===== src/rtl/htwd_pkg.sv =====
// Shared constants, field layout and control/status types of the tree-walk decoder.
package htwd_pkg;

    localparam int NODE_COUNT_DEF = 512;
    localparam int BITS_PER_BYTE  = 8;

    localparam int IDX_W   = 9;
    localparam int SYM_W   = 8;
    localparam int LVB_W   = 4;
    localparam int NODE_W  = 2 * IDX_W + 1 + SYM_W;
    localparam int BIT_CNT_W = $clog2(BITS_PER_BYTE + 1);

    // node word layout: left, right, leaf flag, symbol
    localparam int ND_LEFT_LO  = 0;
    localparam int ND_RIGHT_LO = IDX_W;
    localparam int ND_LEAF     = 2 * IDX_W;
    localparam int ND_SYM_LO   = 2 * IDX_W + 1;

    // input tdata layout
    localparam int SD_IDX_LO   = 0;
    localparam int SD_LEFT_LO  = SD_IDX_LO + IDX_W;
    localparam int SD_RIGHT_LO = SD_LEFT_LO + IDX_W;
    localparam int SD_LEAF     = SD_RIGHT_LO + IDX_W;
    localparam int SD_SYM_LO   = SD_LEAF + 1;
    localparam int SD_BYTE_LO  = SD_SYM_LO + SYM_W;
    localparam int SD_FIRST    = SD_BYTE_LO + BITS_PER_BYTE;
    localparam int S_TDATA_W   = ((SD_FIRST + 1 + 7) / 8) * 8;
    localparam int M_TDATA_W   = SYM_W;

    localparam int CFG_IDX_W  = 1;
    localparam int CFG_DATA_W = IDX_W;
    localparam logic [CFG_IDX_W-1:0] CFG_ROOT_NODE  = 1'b0;
    localparam logic [CFG_IDX_W-1:0] CFG_LAST_VALID = 1'b1;

    localparam logic OP_LOAD   = 1'b0;
    localparam logic OP_DECODE = 1'b1;

    localparam logic [LVB_W-1:0] LVB_RESET = LVB_W'(BITS_PER_BYTE);

    typedef struct packed {
        logic load;
        logic start;
        logic fetch;
        logic step;
        logic flush;
    } t_cmd;

    typedef struct packed {
        logic is_decode;
        logic start_ok;
        logic walk_end;
        logic stall;
        logic pend_valid;
        logic slot_free;
    } t_sts;

endpackage


===== src/rtl/htwd_ctrl.sv =====
// Sequencer of the tree-walk decoder: idle, fetch, walk and flush phases.
module htwd_ctrl import htwd_pkg::*; (
    input  logic i_clk,
    input  logic i_rst_n,
    input  logic i_s_tvalid,
    output logic o_s_tready,
    input  t_sts i_sts,
    output t_cmd o_cmd
);

    typedef enum logic [3:0] {
        ST_IDLE  = 4'b0001,
        ST_FETCH = 4'b0010,
        ST_WALK  = 4'b0100,
        ST_FLUSH = 4'b1000
    } t_state;

    t_state r_state;
    t_state n_state;
    logic   accept;

    assign o_s_tready = (r_state == ST_IDLE);
    assign accept     = o_s_tready && i_s_tvalid;

    always_comb begin
        o_cmd.load  = accept && (i_sts.is_decode == OP_LOAD);
        o_cmd.start = accept && (i_sts.is_decode == OP_DECODE);
        o_cmd.fetch = (r_state == ST_FETCH);
        o_cmd.step  = (r_state == ST_WALK) && !i_sts.stall;
        o_cmd.flush = (r_state == ST_FLUSH) && i_sts.pend_valid && i_sts.slot_free;
    end

    always_comb begin
        n_state = r_state;
        unique case (r_state)
            ST_IDLE: begin
                if (o_cmd.start && i_sts.start_ok) n_state = ST_FETCH;
            end
            ST_FETCH: n_state = ST_WALK;
            ST_WALK: begin
                if (o_cmd.step && i_sts.walk_end) n_state = ST_FLUSH;
            end
            ST_FLUSH: begin
                if (!i_sts.pend_valid || i_sts.slot_free) n_state = ST_IDLE;
            end
            default: n_state = ST_IDLE;
        endcase
    end

    always_ff @(posedge i_clk) begin
        if (!i_rst_n) begin
            r_state <= ST_IDLE;
        end else begin
            r_state <= n_state;
        end
    end

endmodule


===== config.mk =====
export PLATFORM = sky130hd
export DESIGN_NAME = htwd_ctrl
export DESIGN_NICKNAME = d
export VERILOG_FILES = /design/src/rtl/htwd_pkg.sv /design/src/rtl/htwd_ctrl.sv
export SDC_FILE = /design/constraint.sdc
export NUM_CORES = 1
export LEC_CHECK = 0
export ABC_AREA = 1
export BUFFER_PORTS_ARGS = -buffer_cell sky130_fd_sc_hd__buf_2
export CAP_MARGIN = 20
export CORE_AREA = 4 4 41 43
export DETAILED_ROUTE_END_ITERATION = 16
export DIE_AREA = 0 0 45 47
export MAX_ROUTING_LAYER = met4
export PLACE_DENSITY_LB_ADDON = 0.15
export SYNTH_ARGS = -nofsm -noshare
export SYNTH_HDL_FRONTEND = slang
export SYNTH_SLANG_ARGS = --single-unit

===== constraint.sdc =====
create_clock -name i_clk -period 1 [get_ports i_clk]
set_input_delay 0.1 -clock i_clk [delete_from_list [all_inputs] [get_ports i_clk]]
set_output_delay 0.1 -clock i_clk [all_outputs]
set_load 0.03 [all_outputs]

Word level (Yosys, flattened, before mapping)

Cells that the tools add are included.
W data, S select, Z words.

Flip-flop bits (word level): 4
Output and inout bits: 6
Word-level logic and storage cells: 25

Equality and inequality tests: 7
Multiplexer cells: 4
Bitwise operators: 1
Reduce and logical (&&, ||, !) cells: 12

Operator list:

| cell                 | count |
|---|---|
| $pmux W4 S4          | 1 |
| $mux W4              | 3 |
| $logic_and A1 B1 Y1  | 8 |
| $ne A2 B1 Y1 const B | 3 |
| $eq A4 B1 Y1 const B | 1 |
| $eq A4 B2 Y1 const B | 1 |
| $eq A4 B3 Y1 const B | 1 |
| $eq A4 B4 Y1 const B | 1 |
| $reduce_and A3 Y1    | 1 |
| $logic_not A1 Y1     | 2 |
| $logic_or A1 B1 Y1   | 1 |
| $not A1 Y1           | 1 |

Depth between registers and ports, before layout

Depth in word-level cells: 6
Depth in mapped cells: 5

Least setup slack after synthesis

OpenSTA, ideal clock, no wires.

Path kind: register to output
Start: register r_state[3]
End: output o_cmd[0] in the netlist's numbering
Arrival: 1.274 ns
Required time: 0.900 ns
Path slack: -0.374 ns
Cell stages (with the launch flop): 5
Path buffers: 0
Path through: dfxtp_1 -> inv_1 -> nor2_1 -> nand2_1 -> nor3b_1

RTL lines:

| element                | RTL line        | source |
|---|---|---|
| start, declared        | htwd_ctrl.sv:18 | `t_state r_state;` |
| start signal, assigned | htwd_ctrl.sv:54 | `r_state <= n_state;` |
| end, declared          | htwd_ctrl.sv:8  | `output t_cmd o_cmd` |

==> flow_summary.ini <==
[status]
outcome = finished, violations left
violations = setup timing

[placed_design]
port_buffers = 14
dpl_cell_area_um2 = 385
routabilityCongestion = 0.707
dpl.hpwl_um = 545
placed_cells = 68

[finish]
design_area_um2 = 512
reg_top3 = r_state: 4 flops
diodes = 0
largest_register_ffs = 4
syn_to_final_growth_pct = 92.9
layout_common_cells = 8 x inv_1, 8 x buf_2, 6 x buf_6
layout-drive-gt1-share_pct = 68.3
utilization_pct = 39.3
layout.nets = 71
fin_cells = 75
max_flop_register = r_state

[floorplan]
die_w_um = 45
die_area_um2 = 2120
io_pins = 15
dieHeight_um = 47
core_area_um2 = 1300
rows = 13
start_util_pct = 20.4

[global_routing]
gr-total-overflow = 0
grt_max_degree = 5
antenna_found_initial = 0
grt_pass1_wl_um = 1280
grt_usage_pct = 9.86
grt_pass1_vias = 328

[sta]
layout_min_cycle_time_ps = 1250
hold_violations = 0
max_freq_ghz = 0.801
rsz0062_at_grt = yes
fin_skew_ps = 6.76
finalMaxSlewViolations = 0
final-setup-viol-count = 9
tightest_slew_ps = 211
max-slew-margin-rel_pct = 85.8
worst_slack_ps = -248
fin_crit_sh_pct = 125

[routing]
ant_nets = 0
viasPerCell = 4.31
dr.first_iter.drc_count = 5
routedWlPerCell_um = 9.89
vias = 323
dr.pass1.iters = 2
wirelength_um = 742
drc = 0

[pwr]
p_switching_w = 0.000153
p_int_w = 0.000354
power_density_nw_per_um2 = 990
total_power_w = 0.000507
combPwrFrac_pct = 24.5
vdd_drop_max_v = 0.000408
p_clk_share_pct = 41.9
p_leak_nw = 0.252
switching_share_pct = 30.2
pwr-share-seq_pct = 33.6

[setup_path]
crit_type = reg -> out
critPathMaxFanout = 3
r2r_end = r_state[0]
cp-end-kind = primary output
critPathRequiredTime_ps = 900
r2r_setup_slack_ps = -140
rr_startpoint = r_state[0]
endpoint = o_cmd[0]
start_kind = flip-flop
reg2reg_depth = 6
cp-startpoint = r_state[0]
arrival_ps = 1150

[synthesis]
yosysSeqAreaShare_pct = 30.2
synthDistinctLibCells = 16
syn_avg_cell_area_um2 = 6.98
ys_ff_latch = 4
syn_inst = 38
yosys_warnings = 0
syn_nets = 47
syn_area_um2 = 265

[cts]
numCtsBuffers = 3
hold_buffers = 0
cts_tree = built
cts_buffer_depth = 2
cts.clk_slew.worst_paths_ps = 40
clock_latency_ps = 240
root_buffer = clkbuf_4
htree_num_levels = 1
cts_sinks = 4

[hold_path]
hold_class = in -> reg
worstHoldPathCells = 3

[run]
drv_cap = 0
==> routing by layer <==
layer	wire [um]	vias to the layer above	part of all wire, %	global-route usage, %
met5	0	-	0	-
met4	47	0	6.3	14.0
met3	52	5	7.0	2.30
met2	338	18	46	14.1
met1	303	137	41	9.30
li1	-	163	-	-
==> synthesized netlist by cell type, drive strengths merged <==
cell type / number / area (um2)
inv: 11 / 41.3
nor2: 8 / 42.5
nand3: 5 / 35.0
dfxtp: 4 / 80.1
nand2: 3 / 13.8
nor3: 2 / 15.0
a21oi: 1 / 8.76
nand4: 1 / 6.26
nor3b: 1 / 7.51
o21a: 1 / 7.51
o31ai: 1 / 7.51
==> worst min-delay path by stage <==
stage | end | from
final | r_state[1] | i_sts[4]
after global routing | r_state[0] | i_rst_n
after floorplan | r_state[0] | i_rst_n
after detailed placement | r_state[0] | i_rst_n
after global placement | r_state[0] | i_rst_n
after CTS | r_state[0] | i_rst_n
==> metrics by stage <==
stage / hold WS (ps) / TNS [ps] / setup slack, ps
finish: 80.9 / -1420 / -248
global route: 66.2 / -2160 / -329
CTS: 73.8 / -1260 / -261
detailed placement: 321 / -204 / -82.3
global placement: 324 / -190 / -72.3
floorplan: 185 / -218 / -77.4
==> timing repair <==
action,CTS,global route
setup buffers,3,1
endpoints found under the setup margin,6,10
gates resized for setup,24,1
pin swaps,3,3
==> worst max-delay path, cell delays in order, from the launching register on <==
cell	delay [ps]
dfxtp_2	340
nor2_4	160
nand2_2	80
nor3b_4	170
buf_6	150
==> power groups by stage <==
stage / sequential (W) / combinational (W) / clock [W]
floorplan: 0.000171 / 0.0000652 / 0
global placement: 0.000172 / 0.000100 / 0
detailed placement: 0.000172 / 0.000101 / 0
CTS: 0.000171 / 0.000123 / 0.000209
global route: 0.000171 / 0.000135 / 0.000255
finish: 0.000170 / 0.000124 / 0.000212
==> logic make-up after synthesis <==
family          after synthesis  share of synthesized area (%)
simple gates                 20                           45.3
buf+inv                      11                           15.6
flops                         4                           30.2
compound gates                3                           8.96
==> area by class of cell <==
cell class,instances,area [um2]
fillers,150,790
inverters,11,41.3
repair buffers,19,145
multi-input cells,23,196
well taps,15,18.8
flip-flops and latches,4,87.6
clock buffers,3,22.5
(Power assumes the default switching activity.)
